--- src/hdl/rlptfe_pkg.sv ---
// Shared types and constants for the RLP transaction field extractor.
// Used by the top level, its checker and the testbench; no other dependencies.
package rlptfe_pkg;

  // Default depth of the header gather buffer
  localparam int HEADER_BYTES_DEF = 5;
  // Length bounds for integer fields and for the recipient address
  localparam logic [31:0] INT_MAX_BYTES  = 32'd32;
  localparam logic [31:0] ADDR_MAX_BYTES = 32'd20;

  // Field order of a signed transaction
  localparam logic [3:0] FLD_ENVELOPE  = 4'd0;
  localparam logic [3:0] FLD_TYPE      = 4'd1;
  localparam logic [3:0] FLD_NONCE     = 4'd2;
  localparam logic [3:0] FLD_GAS_PRICE = 4'd3;
  localparam logic [3:0] FLD_START_GAS = 4'd4;
  localparam logic [3:0] FLD_VALUE     = 4'd5;
  localparam logic [3:0] FLD_RECIPIENT = 4'd6;
  localparam logic [3:0] FLD_DATA      = 4'd7;
  localparam logic [3:0] FLD_V         = 4'd8;
  localparam logic [3:0] FLD_R         = 4'd9;
  localparam logic [3:0] FLD_S         = 4'd10;
  localparam logic [3:0] FLD_DONE      = 4'd11;

  // RLP header prefix boundaries
  localparam logic [7:0] RLP_STR_SHORT  = 8'h80;
  localparam logic [7:0] RLP_STR_LONG   = 8'hb8;
  localparam logic [7:0] RLP_LIST_SHORT = 8'hc0;
  localparam logic [7:0] RLP_LIST_LONG  = 8'hf8;

  // Input op codes
  localparam logic OP_BYTE    = 1'b0;
  localparam logic OP_RESTART = 1'b1;

  typedef enum logic [1:0] {
    STATUS_PROCESSING = 2'd0,
    STATUS_FINISHED   = 2'd1,
    STATUS_FAULT      = 2'd2
  } status_t;

  typedef struct packed {
    status_t     status;
    logic        hash_valid;
    logic [7:0]  hash_byte;
    logic [3:0]  field_id;
    logic        capture_valid;
    logic [4:0]  capture_pos;
    logic [7:0]  capture_byte;
    logic        field_done;
    logic [31:0] field_length;
    logic        contract_call_valid;
    logic        contract_call;
  } result_t;

  // Fields whose value bytes are forwarded for capture
  function automatic logic field_kept(input logic [3:0] fid);
    return (fid == FLD_GAS_PRICE) || (fid == FLD_START_GAS) || (fid == FLD_VALUE) ||
           (fid == FLD_RECIPIENT) || (fid == FLD_V);
  endfunction

endpackage

--- src/hdl/rlp_tx_field_extractor.sv ---
// Top level of the RLP transaction field extractor: header decode, field walk,
// result register. Depends on rlptfe_pkg.
//
//   channel  | handshake                      | payload
//   ---------+--------------------------------+------------------------------------
//   in       | in_valid / in_ready            | op, data_byte
//   out      | out_valid / out_ready          | status, hash_*, field_id, capture_*,
//            |                                | field_done, field_length, contract_*
//   cfg      | cfg_wr_en (no wait)            | cfg_wr_data -> has_type_field
//
// One transfer in yields one transfer out, presented in the cycle after it. A new
// byte is taken every cycle while the result register is empty or being drained;
// the rate is set by the single result register in front of the output.
// rst (synchronous) clears the parser and has_type_field. A stall on out holds the
// result and backs up the input through in_ready; nothing is dropped.
module rlp_tx_field_extractor
  import rlptfe_pkg::*;
#(
  parameter int HEADER_BYTES = HEADER_BYTES_DEF
) (
  input  logic        clk,
  input  logic        rst,
  // configuration
  input  logic        cfg_wr_en,
  input  logic        cfg_wr_data,
  // input channel
  input  logic        in_valid,
  output logic        in_ready,
  input  logic        op,
  input  logic [7:0]  data_byte,
  // output channel
  output logic        out_valid,
  input  logic        out_ready,
  output logic [1:0]  status,
  output logic        hash_valid,
  output logic [7:0]  hash_byte,
  output logic [3:0]  field_id,
  output logic        capture_valid,
  output logic [4:0]  capture_pos,
  output logic [7:0]  capture_byte,
  output logic        field_done,
  output logic [31:0] field_length,
  output logic        contract_call_valid,
  output logic        contract_call
);

  localparam int HCW  = $clog2(HEADER_BYTES + 1);
  localparam int CMPW = (HCW > 4) ? HCW : 4;

  // configuration register
  logic has_type_field;

  // parser state
  logic [3:0]     field_index, field_index_next;
  logic           in_field, in_field_next;
  logic [31:0]    field_pos, field_pos_next;
  logic [31:0]    field_len, field_len_next;
  logic [HCW-1:0] header_count, header_count_next;
  logic [7:0]     hdr_first, hdr_first_next;   // first header byte (prefix)
  logic [31:0]    len_acc, len_acc_next;       // long-form length bytes, MSB first
  logic           finished_flag, finished_flag_next;
  logic           fault_flag, fault_flag_next;

  // result register
  logic    res_valid;
  result_t res, res_next;

  logic accept;

  // header decode
  logic [HCW-1:0]  hc_inc;
  logic [7:0]      h0;
  logic [3:0]      hdr_n;
  logic [CMPW-1:0] hc_cmp, need_cmp;
  logic            long_form, hdr_list, hdr_single;
  logic [31:0]     hdr_len;
  // value-byte walk
  logic            proceed, data_now;
  logic [31:0]     pos_cur, len_cur, pos_new;
  logic [3:0]      fid_inc;
  logic            fault_set;
  logic            over_bound;

  assign in_ready = !res_valid || out_ready;
  assign accept   = in_valid && in_ready;

  always_comb begin
    field_index_next   = field_index;
    in_field_next      = in_field;
    field_pos_next     = field_pos;
    field_len_next     = field_len;
    header_count_next  = header_count;
    hdr_first_next     = hdr_first;
    len_acc_next       = len_acc;
    finished_flag_next = finished_flag;
    fault_flag_next    = fault_flag;

    res_next          = '0;
    res_next.field_id = field_index;

    hc_inc     = header_count + 1'b1;
    h0         = (header_count == '0) ? data_byte : hdr_first;
    long_form  = (h0 >= RLP_STR_LONG && h0 < RLP_LIST_SHORT) || (h0 >= RLP_LIST_LONG);
    hdr_n      = long_form ? ({1'b0, h0[2:0]} + 4'd1) : 4'd0;
    hc_cmp     = CMPW'(hc_inc);
    need_cmp   = CMPW'(hdr_n) + CMPW'(1);
    hdr_list   = (h0 >= RLP_LIST_SHORT);
    hdr_single = (h0 < RLP_STR_SHORT);
    len_acc_next = (header_count == '0) ? 32'd0 : {len_acc[23:0], data_byte};
    hdr_len    = 32'd1;
    if (hdr_single) begin
      hdr_len = 32'd1;
    end else if (long_form) begin
      hdr_len = len_acc_next;
    end else if (h0 < RLP_STR_LONG) begin
      hdr_len = {25'd0, h0[6:0]};
    end else begin
      hdr_len = {26'd0, h0[5:0]};
    end

    over_bound = ((field_index == FLD_RECIPIENT) && (hdr_len > ADDR_MAX_BYTES)) ||
                 (((field_index >= FLD_TYPE && field_index <= FLD_VALUE) ||
                   (field_index == FLD_V)) && (hdr_len > INT_MAX_BYTES));

    proceed   = 1'b0;
    data_now  = 1'b0;
    fault_set = 1'b0;
    pos_cur   = field_pos;
    len_cur   = field_len;
    pos_new   = field_pos;
    fid_inc   = field_index + 4'd1;

    if (op == OP_RESTART) begin
      // restart: drop everything but the configuration register
      field_index_next   = FLD_ENVELOPE;
      in_field_next      = 1'b0;
      field_pos_next     = '0;
      field_len_next     = '0;
      header_count_next  = '0;
      finished_flag_next = 1'b0;
      fault_flag_next    = 1'b0;
      res_next.field_id  = FLD_ENVELOPE;
    end else if (fault_flag || finished_flag || field_index > FLD_S) begin
      fault_set = 1'b1;
    end else if (!in_field) begin
      if (header_count >= HCW'(HEADER_BYTES)) begin
        fault_set = 1'b1;
      end else begin
        header_count_next   = hc_inc;
        hdr_first_next      = h0;
        res_next.hash_valid = 1'b1;
        res_next.hash_byte  = data_byte;
        if (hc_cmp < need_cmp) begin
          // header still incomplete: gather next byte
        end else if (hdr_n > 4'd4) begin
          fault_set = 1'b1;
        end else begin
          header_count_next = '0;
          field_pos_next    = '0;
          field_len_next    = hdr_len;
          in_field_next     = 1'b1;
          if (field_index == FLD_ENVELOPE) begin
            if (!hdr_list) begin
              fault_set = 1'b1;
            end else begin
              field_index_next      = has_type_field ? FLD_TYPE : FLD_NONCE;
              in_field_next         = 1'b0;
              res_next.field_done   = 1'b1;
              res_next.field_length = hdr_len;
            end
          end else if (hdr_list || over_bound) begin
            fault_set = 1'b1;
          end else begin
            if (field_index == FLD_DATA) begin
              // contract call: length is 4 plus a multiple of 32
              res_next.contract_call_valid = 1'b1;
              res_next.contract_call = (hdr_len >= 32'd4) && (hdr_len[4:0] == 5'd4);
            end
            proceed  = 1'b1;
            data_now = hdr_single;
            pos_cur  = '0;
            len_cur  = hdr_len;
          end
        end
      end
    end else begin
      res_next.hash_valid = 1'b1;
      res_next.hash_byte  = data_byte;
      proceed  = 1'b1;
      data_now = 1'b1;
    end

    if (proceed) begin
      pos_new = pos_cur;
      if (data_now && pos_cur < len_cur) begin
        if (field_kept(field_index)) begin
          res_next.capture_valid = 1'b1;
          res_next.capture_pos   = pos_cur[4:0];
          res_next.capture_byte  = data_byte;
        end
        pos_new = pos_cur + 32'd1;
      end
      field_pos_next = pos_new;
      if (pos_new == len_cur) begin
        // field complete: advance to the next one
        res_next.field_done   = 1'b1;
        res_next.field_length = len_cur;
        field_index_next      = fid_inc;
        in_field_next         = 1'b0;
        if (fid_inc == FLD_DONE) begin
          finished_flag_next = 1'b1;
        end
      end
    end

    if (op == OP_RESTART) begin
      res_next.status = STATUS_PROCESSING;
    end else if (fault_set) begin
      // sticky fault: hold field_id, clear everything else
      fault_flag_next   = 1'b1;
      res_next          = '0;
      res_next.status   = STATUS_FAULT;
      res_next.field_id = field_index;
    end else begin
      res_next.status = finished_flag_next ? STATUS_FINISHED : STATUS_PROCESSING;
    end
  end

  // configuration register
  always_ff @(posedge clk) begin
    if (rst) begin
      has_type_field <= 1'b0;
    end else if (cfg_wr_en) begin
      has_type_field <= cfg_wr_data;
    end
  end

  // parser state, updated once per input transfer
  always_ff @(posedge clk) begin
    if (rst) begin
      field_index   <= FLD_ENVELOPE;
      in_field      <= 1'b0;
      field_pos     <= '0;
      field_len     <= '0;
      header_count  <= '0;
      finished_flag <= 1'b0;
      fault_flag    <= 1'b0;
    end else if (accept) begin
      field_index   <= field_index_next;
      in_field      <= in_field_next;
      field_pos     <= field_pos_next;
      field_len     <= field_len_next;
      header_count  <= header_count_next;
      finished_flag <= finished_flag_next;
      fault_flag    <= fault_flag_next;
    end
  end

  // header scratch: only read after being written in the same header
  always_ff @(posedge clk) begin
    if (accept) begin
      hdr_first <= hdr_first_next;
      len_acc   <= len_acc_next;
    end
  end

  // result register: load on input transfer, drop on output transfer
  always_ff @(posedge clk) begin
    if (rst) begin
      res_valid <= 1'b0;
    end else if (accept) begin
      res_valid <= 1'b1;
    end else if (out_ready) begin
      res_valid <= 1'b0;
    end
  end

  always_ff @(posedge clk) begin
    if (accept) begin
      res <= res_next;
    end
  end

  assign out_valid           = res_valid;
  assign status              = res.status;
  assign hash_valid          = res.hash_valid;
  assign hash_byte           = res.hash_byte;
  assign field_id            = res.field_id;
  assign capture_valid       = res.capture_valid;
  assign capture_pos         = res.capture_pos;
  assign capture_byte        = res.capture_byte;
  assign field_done          = res.field_done;
  assign field_length        = res.field_length;
  assign contract_call_valid = res.contract_call_valid;
  assign contract_call       = res.contract_call;

endmodule

--- config.mk ---
export PLATFORM = sky130hd
export DESIGN_NAME = rlp_tx_field_extractor
export DESIGN_NICKNAME = d
export VERILOG_FILES = /design/src/hdl/rlptfe_pkg.sv /design/src/hdl/rlp_tx_field_extractor.sv
export SDC_FILE = /design/constraint.sdc
export NUM_CORES = 1
export LEC_CHECK = 0
export BUFFER_PORTS_ARGS = -buffer_cell sky130_fd_sc_hd__buf_2
export CAP_MARGIN = 20
export CORE_MARGIN = 2
export CORE_UTILIZATION = 40
export CTS_CLUSTER_SIZE = 12
export DETAILED_ROUTE_END_ITERATION = 7
export HOLD_SLACK_MARGIN = 0.06
export MAX_ROUTING_LAYER = met4
export PLACE_DENSITY = 0.55
export SLEW_MARGIN = 40
export SYNTH_ARGS = -nofsm -noshare
export SYNTH_HDL_FRONTEND = slang
export SYNTH_SLANG_ARGS = --single-unit
--- constraint.sdc ---
create_clock -name clk -period 10.6 [get_ports clk]
set_input_delay 0 -clock clk [delete_from_list [all_inputs] [get_ports clk]]
set_output_delay 0 -clock clk [all_outputs]
set_load 0.03 [all_outputs]
==> impl_metrics.py, run 1 <==
metrics = {
    "floorplanning": {
        "fp.dieW_um": 171,
        "die-area_um2": 29200,
        "rows": 61,
        "die-height_um": 171,
        "io_pins": 81,
        "initial_core_util": 0.404,
        "core_um2": 27600,
    },
    "synth": {
        "synth_top_area_cell": "edfxtp_1",
        "ys_top_cells_by_area": "edfxtp_1 (26%), dfxtp_1 (14%), a21oi_1 (5.1%)",
        "synth-main-ff-cell": "edfxtp_1",
        "ys_types": 83,
        "synth_enable_flop_cells": 96,
        "syn_nets": 1370,
        "ys_seq_area_frac": 0.395,
        "syn_inst": 1310,
        "synth_top_cells_by_count": "nand2_1 (145), a21oi_1 (114), nor2_1 (105)",
        "netlist_area_um2": 11200,
        "yosys_warnings": 0,
        "synth_seq_cells": 172,
        "async_reset_ff_frac": 0,
        "synth_top_area_share": 0.258,
        "synth_most_common_cell": "nand2_1",
        "syn_area_per_cell_um2": 8.52,
    },
    "global_routing": {
        "grt_usage": 0.291,
        "gr-total-overflow": 0,
        "grt_pass1_wl_mm": 61.6,
        "antenna_found_initial": 0,
        "grt_start_max_net_pins": 77,
        "grt_pass1_vias": 9725,
    },
    "place": {
        "place.gp.congestion": 0.978,
        "detailed_place_hpwl_mm": 29.7,
        "place_area_um2": 11900,
        "port_buffers": 80,
    },
    "drt": {
        "vias": 10600,
        "final_antenna_net_count": 0,
        "drtIter0Drc": 1251,
        "via_per_inst": 6.05,
        "firstDrtPassIters": 5,
        "drc": 0,
        "wl_per_cell_um": 23.1,
        "totalWireLength_mm": 40.7,
    },
    "timing": {
        "hold_ws_ps": 100,
        "worstMarginPinSlew_ps": 870,
        "tns_ps": 0,
        "drv_slew": 0,
        "timing.final.crit_share": 0.924,
        "rsz0062_at_grt": "false",
        "fmax_mhz": 102,
        "setup_viol": 0,
        "max_slew_margin": 0.417,
        "skew_ps": 15.6,
        "hold_viol": 0,
        "fin_crit_ps": 9790,
    },
    "critical_path": {
        "end_kind": "register",
        "critPathArrivalTime_ps": 10110,
        "crit_type": "register to register",
        "start_kind": "register",
        "crit_buf_inv": 2,
        "crit_path_frequent_cell": "ha_1",
        "required_ps": 10910,
        "path_max_fanout": 25,
        "cpPeakStageDelay_ps": 700,
        "crit_family": "compound AO/OA/AOI/OAI gates",
        "cpMaxStageDelayCell": "or4b_1",
    },
    "cells_and_area": {
        "area_growth_pct": 13.3,
        "diodes": 0,
        "stdcell_area_um2": 12600,
        "nets": 1428,
        "drive_gt1_frac": 0.126,
    },
    "clocking": {
        "clk_pin_slew_ps": 70,
        "postCtsSetupBuffers": 0,
        "clock_path_buffers": 2,
        "worstSkewPairLatency_ps": 450,
        "cts_buffers": 17,
        "cts_max_level": 4,
        "cts_tree": "yes",
        "cts_root_buffer": "clkbuf_16",
        "cts.sinks": 172,
    },
    "pwr": {
        "p_leak_nw": 4.72,
        "p_per_area_nw_per_um2": 141,
        "ir_drop_v": 0.0000807,
    },
    "min_path": {
        "min_path_type": "primary input to register",
    },
    "run_status": {
        "status": "finished clean",
    },
    "run": {
        "drv_cap": 0,
    },
}
[layer usage]
layer  routed length, um  track usage
met1               19300        0.440
met2               17000        0.397
met3                3650       0.0523
met4                 787       0.0704
met5                   0            -
[cell type report]
type | count | area (um2)
clock buffers | 18 | 439
well taps | 378 | 473
multi-input cells | 1018 | 6280
repair buffers | 118 | 736
clock inverters | 14 | 149
inverters | 41 | 156
flip-flops and latches | 172 | 4400
fillers | 2797 | 15000
[registers in the layout, summed over array words and instances (netlist names)]
signal and cells:
field_len 32, field_length 32, field_pos 32, len_acc 24, capture_byte 8, hash_byte 8
hdr_first 8, capture_pos 5, field_id 4, field_index 4, header_count 3, status 2
capture_valid 1, contract_call 1, contract_call_valid 1, fault_flag 1, field_done 1, finished_flag 1
has_type_field 1, hash_valid 1, in_field 1, out_valid 1
[report_power, final]
group / internal (mW) / leakage [nW] / switching, mW
registers: 0.740 / 1.58 / 0.0296
clock network: 0.320 / 0.278 / 0.318
logic: 0.104 / 2.86 / 0.272
total: 1.17 / 4.72 / 0.619
[cells by family after synthesis]
family	synth area share
and+or+nand+nor	0.258
DFF	0.395
xor gates and xnor gates	0.0369
muxes	0.0203
buffers and inverters	0.0454
adders and majority gates	0.0505
AOI/OAI and AO/OA	0.194
[final timing paths]
check | start | slack, ps | depth (start not counted) | endpoint
worst max register to register | header_count[0] | 810 | 31 | field_length[2]
worst min register to register | finished_flag | 470 | 2 | finished_flag
worst min-delay path | op | 100 | 2 | field_id[0]
worst max-delay path | header_count[0] | 810 | 31 | field_length[2]
[what timing repair did]
action,4_1_cts,5_1_grt
setup endpoints to repair,0,8
endpoints found under the hold margin,26,0
hold buffers,12,0
gates resized for setup,0,1
[stage by stage]
stage	cells	worst slack [ps]	utilization	power [mW]
6_report	1759	805	0.457	1.78
5_1_grt	1759	140	0.457	1.85
4_1_cts	1759	716	0.457	1.79
3_5_place_dp	1715	794	0.431	1.15
3_3_place_gp	1715	814	0.431	1.15
2_1_floorplan	1310	2110	-	1.04
[worst reg2reg max path, delay by kind of cell, from the launching register on]
| kind | cells | cell delay, ps |
|---|---|---|
| flip-flops | 1 | 350 |
| multiplexers | 1 | 400 |
| buffers and inverters | 2 | 230 |
| AND/OR/NAND/NOR | 9 | 2780 |
| adder cells (fa/ha/maj) | 4 | 1100 |
| XOR/XNOR | 1 | 200 |
| AO/OA/AOI/OAI | 14 | 4610 |
[placed cells by master, fill, tap and decap left out, types with 8 or more instances in the layout]
cell / instances
nand2_1: 144
a21oi_1: 114
nor2_1: 105
edfxtp_1: 96
buf_2: 80
nand3_1: 76
dfxtp_1: 76
o21ai_0: 75
and2_1: 74
ha_1: 45
inv_1: 39
nor3_1: 37
xnor2_1: 28
and3_1: 27
o31ai_1: 27
buf_4: 23
nand4_1: 20
xor2_1: 19
clkbuf_16: 17
nor4_1: 14
nand2b_1: 13
mux2i_1: 12
dlygate4sd3_1: 12
or3_1: 10
a22oi_1: 10
o211ai_1: 9
o21a_1: 9
a31oi_1: 9
nor2b_1: 8
Note: power is estimated with default switching activity, not from simulation.
==> run 2, diff against run 1 <==
- clock period: 10.6 -> 10.9 ns (I/O delays scaled with it)
==> run 2 against run 1 <==
Compared with the run above: cell area down 0.28%; register-to-register slack better by 120 ps; via count down 1.0%; die area unchanged; critical path depth up 2; total power down 1.7%; global-route usage down 0.64 points; fmax down 1.8%; non-clock buffer count down 1; clock-buffer cell count down 1; combinational power down 3%; sequential share of layout area up 0.097 points; largest cell class unchanged.
==> impl_metrics.py, run 2 (same netlist as run 1, synthesis figures left out) <==
metrics = {
    "run_status": {
        "status": "finished clean",
    },
    "pwr": {
        "p_leak_nw": 4.71,
        "p_total_mw": 1.75,
        "ir_drop_v": 0.0000794,
        "p_per_area_nw_per_um2": 139,
    },
    "clocking": {
        "worstSkewPairLatency_ps": 450,
        "clk_pin_slew_ps": 90,
        "cts_max_level": 4,
        "cts_root_buffer": "clkbuf_16",
        "cts.sinks": 172,
        "cts_tree": "yes",
        "cts_buffers": 17,
        "clock_path_buffers": 2,
        "postCtsSetupBuffers": 0,
    },
    "floorplanning": {
        "rows": 61,
        "fp.dieW_um": 171,
        "io_pins": 81,
        "core_um2": 27600,
        "die-height_um": 171,
        "die-area_um2": 29200,
        "initial_core_util": 0.404,
    },
    "timing": {
        "skew_ps": 17.4,
        "layout_setup_ws_ps": 924,
        "setup_viol": 0,
        "worstMarginPinSlew_ps": 862,
        "tns_ps": 0,
        "timing.final.crit_share": 0.915,
        "fin_crit_ps": 9980,
        "fmax_mhz": 100,
        "rsz0062_at_grt": "false",
        "hold_viol": 0,
        "max_slew_margin": 0.420,
        "drv_slew": 0,
    },
    "global_routing": {
        "gr-total-overflow": 0,
        "antenna_found_initial": 0,
        "grt_pass1_vias": 9710,
        "grt_usage": 0.285,
        "grt_start_max_net_pins": 77,
        "grt_pass1_wl_mm": 60.8,
    },
    "cells_and_area": {
        "stdcell_area_um2": 12600,
        "final_common_cell": "nand2_1",
        "fin_util": 0.456,
        "area_growth_pct": 13.0,
        "final_cell_mix": "nand2_1 (144), a21oi_1 (114), nor2_1 (105), edfxtp_1 (96), buf_2 (80)",
        "drive_gt1_frac": 0.125,
        "diodes": 0,
        "nets": 1427,
    },
    "critical_path": {
        "ff2ff_path_depth": 33,
        "critPathArrivalTime_ps": 10170,
        "start_kind": "register",
        "crit_path_frequent_cell": "ha_1",
        "cpMaxStageDelayCell": "or4b_1",
        "cpPeakStageDelay_ps": 690,
        "reg2reg_slack_ps": 920,
        "end_kind": "register",
        "path_max_fanout": 25,
        "required_ps": 11090,
        "crit_type": "register to register",
    },
    "min_path": {
        "hold_depth": 2,
        "min_path_type": "primary input to register",
    },
    "place": {
        "post-place-ws_ps": 1100,
        "place.gp.congestion": 0.997,
        "place_area_um2": 11900,
        "port_buffers": 80,
        "detailed_place_hpwl_mm": 28.8,
    },
    "run": {
        "drv_cap": 0,
    },
    "drt": {
        "final_antenna_net_count": 0,
        "wl_per_cell_um": 22.8,
        "firstDrtPassIters": 6,
        "drc": 0,
        "vias": 10500,
        "totalWireLength_mm": 40.0,
        "drtIter0Drc": 1312,
        "via_per_inst": 5.99,
    },
}
run 2: repair_timing:
action	4_1_cts	5_1_grt
setup endpoints to repair	0	0
hold buffers	12	0
hold endpoints to repair	25	0
gates resized for setup	0	0
run 2: path summary, 6_finish.rpt:
path	from	to
max	header_count[0]	field_length[0]
min reg2reg	field_len[7]	field_len[7]
min	op	field_id[1]
max reg2reg	header_count[0]	field_length[0]
run 2: where the power goes:
part	internal (mW)	leakage [nW]	switching (mW)
Combinational	0.100	2.85	0.265
Clock	0.310	0.288	0.333
Sequential	0.720	1.58	0.0271
Total	1.13	4.71	0.625
run 2: cell type report:
type                    count  area, um2
inverters                  41        156
repair buffers            117        712
well taps                 378        473
fillers                  2818      15000
clock inverters            15        164
flip-flops and latches    172       4400
clock buffers              17        425
multi-input cells        1018       6270
run 2: worst max-delay path: cells and delay by family (launching register included):
kind / cells / cell delay (ps)
AND/OR/NAND/NOR: 13 / 4120
AO/OA/AOI/OAI: 10 / 2980
adder cells (fa/ha/maj): 4 / 1060
buffers and inverters: 3 / 480
multiplexers: 1 / 380
flip-flops: 1 / 350
XOR/XNOR: 2 / 290
run 2: through the flow:
stage	instances	hold WS, ps
2_1_floorplan	1310	129
3_3_place_gp	1714	232
3_5_place_dp	1714	243
4_1_cts	1758	97.4
5_1_grt	1758	138
6_report	1758	103
run 2: layer usage:
metal / GRT usage / share of wire / wire length, um
met5: - / 0 / 0
met4: 0.0737 / 0.018 / 739
met3: 0.0440 / 0.082 / 3270
met2: 0.382 / 0.41 / 16300
met1: 0.438 / 0.49 / 19700
==> run 3, diff against run 2 <==
- CAP_MARGIN: 20 -> unset
- SETUP_SLACK_MARGIN: unset -> 0.4
- clock period: 10.9 -> 9.8 ns (I/O delays scaled with it)
==> run 3 against run 2 <==
Compared with the run above: fmax is 11% higher; total power is 12% higher; sequential share of layout area is 0.66 points lower; cell count is 1.1% higher; clock-buffer cell count stayed put; critical endpoint is now field_length[9]; sequential power is 12% higher; critical path type unchanged.
==> impl_metrics.py, run 3 (same netlist as run 1, synthesis figures left out) <==
metrics = {
    "timing": {
        "setup_viol": 0,
        "fmax_mhz": 111,
        "hold_viol": 0,
        "timing.final.crit_share": 0.919,
        "skew_ps": 15.2,
        "max_slew_margin": 0.425,
        "rsz0062_at_grt": "false",
        "fin_crit_ps": 9000,
        "hold_ws_ps": 89.5,
        "worstMarginPinSlew_ps": 858,
        "tns_ps": 0,
        "drv_slew": 0,
    },
    "global_routing": {
        "grt_usage": 0.290,
        "grt_pass1_wl_mm": 61.4,
        "antenna_found_initial": 0,
        "grt_start_max_net_pins": 77,
        "gr-total-overflow": 0,
        "grt_pass1_vias": 9797,
    },
    "drt": {
        "met3_length_mm": 3.75,
        "wl_met1_mm": 19.5,
        "highest_layer": "met4",
        "final_antenna_net_count": 0,
        "totalWireLength_mm": 41.0,
        "drtIter0Drc": 1345,
        "via_per_inst": 5.94,
        "drc": 0,
        "firstDrtPassIters": 5,
        "wl_met2_mm": 17.0,
        "wl_per_cell_um": 23.1,
        "vias": 10600,
    },
    "cells_and_area": {
        "drive_gt1_frac": 0.146,
        "final_common_cell": "nand2_1",
        "nets": 1447,
        "final_cell_mix": "nand2_1 (144), a21oi_1 (114), nor2_1 (105), edfxtp_1 (96), buf_2 (80)",
        "fillers": 2770,
        "fin_util": 0.465,
        "diodes": 0,
        "area_growth_pct": 15.1,
        "stdcell_count": 1778,
    },
    "critical_path": {
        "timing.rr.end": "field_length[9]",
        "r2r-start": "header_count[0]",
        "end_kind": "register",
        "start_kind": "register",
        "cpMaxStageDelayCell": "or4_4",
        "critPathArrivalTime_ps": 9230,
        "path_max_fanout": 21,
        "required_ps": 10030,
        "reg2reg_slack_ps": 800,
        "crit_path_frequent_cell": "ha_1",
        "ff2ff_path_depth": 34,
        "crit_type": "register to register",
        "cpPeakStageDelay_ps": 620,
    },
    "clocking": {
        "clock_path_buffers": 2,
        "clk_pin_slew_ps": 70,
        "cts_tree": "yes",
        "cts_buffers": 17,
        "cts_root_buffer": "clkbuf_16",
        "cts_max_level": 4,
        "cts.sinks": 172,
        "worstSkewPairLatency_ps": 460,
    },
    "run_status": {
        "status": "finished clean",
    },
    "pwr": {
        "pwr-share-seq": 0.425,
        "p_per_area_nw_per_um2": 152,
        "clkPwrFrac": 0.359,
        "p_total_mw": 1.96,
        "internal-power_mw": 1.28,
        "pwr-share-comb": 0.215,
        "p_leak_nw": 4.85,
        "p_sw_mw": 0.672,
        "p_sw_frac": 0.343,
        "ir_drop_v": 0.000185,
    },
    "floorplanning": {
        "io_pins": 81,
        "initial_core_util": 0.404,
        "core_um2": 27600,
        "die-area_um2": 29200,
        "rows": 61,
        "die-height_um": 171,
        "fp.dieW_um": 171,
    },
    "min_path": {
        "hold_depth": 2,
        "min_path_type": "primary input to register",
        "min-delay-start": "op",
        "min_to": "field_id[1]",
    },
    "place": {
        "place.gp.congestion": 0.990,
        "dp.cells": 1723,
        "detailed_place_hpwl_mm": 29.8,
        "port_buffers": 80,
    },
    "run": {
        "drv_cap": 0,
    },
}
-- run 3: cell count changes in the layout (fill, tap and decap cells not counted), sizes merged --
cell	previous run	this run
buf	105	124
bufinv	0	1
clkinvlp	1	0
nand2	145	146
-- run 3: stage by stage --
stage	setup slack, ps	cell area [um2]
2_1_floorplan	1310	11200
3_3_place_gp	88.3	12000
3_5_place_dp	215	12000
4_1_cts	422	12700
5_1_grt	429	12800
6_report	797	12800
-- run 3: area by class of cell --
class / instances / area [um2] / area share
repair buffers: 136 / 858 / 0.0668
clock inverters: 15 / 170 / 0.0132
inverters: 41 / 156 / 0.0122
clock buffers: 17 / 425 / 0.0331
flip-flops and latches: 172 / 4400 / 0.343
multi-input cells: 1019 / 6360 / 0.495
well taps: 378 / 473 / 0.0368
-- run 3: worst max-delay path by stage --
stage                     from          endpoint  slack [ps]  cells past startpoint
5_1_grt        header_count[0]  field_length[19]         430                     34
2_1_floorplan  header_count[0]   field_length[4]        1310                     41
3_3_place_gp   header_count[0]  field_length[19]          90                     32
6_report       header_count[0]   field_length[9]         800                     34
4_1_cts        header_count[0]  field_length[20]         420                     32
3_5_place_dp   header_count[0]  field_length[19]         210                     32
-- run 3: metal layers --
metal  up-vias  GRT usage
met4         0     0.0803
met3        43     0.0599
li1       4957          -
met1      5066      0.431
met2       502      0.394
met5         -          -
-- run 3: critical path, delay by kind of cell (launching register included) --
| family | cells | cell delay, ps |
|---|---|---|
| adders and majority gates | 4 | 950 |
| buffers and inverters | 6 | 970 |
| and+or+nand+nor | 9 | 2330 |
| muxes | 1 | 340 |
| AOI/OAI and AO/OA | 13 | 3650 |
| DFF | 1 | 350 |
| xor gates and xnor gates | 1 | 190 |
-- run 3: power by group through the flow --
stage	Sequential [mW]	Clock, mW	Combinational, mW
after floorplan	0.870	0	0.250
after global routing	0.836	0.739	0.450
final	0.833	0.703	0.421
after global placement	0.848	0	0.401
after CTS	0.831	0.715	0.408
after detailed placement	0.847	0	0.401
-- run 3: repair_timing --
item / in CTS / in global routing
hold buffers: 12 / 0
gates resized for setup: 3 / 14
cloned: 0 / 1
endpoints found under the setup margin: 9 / 40
hold endpoints to repair: 26 / 0
pin swaps: 0 / 4
buffers inserted: 0 / 10
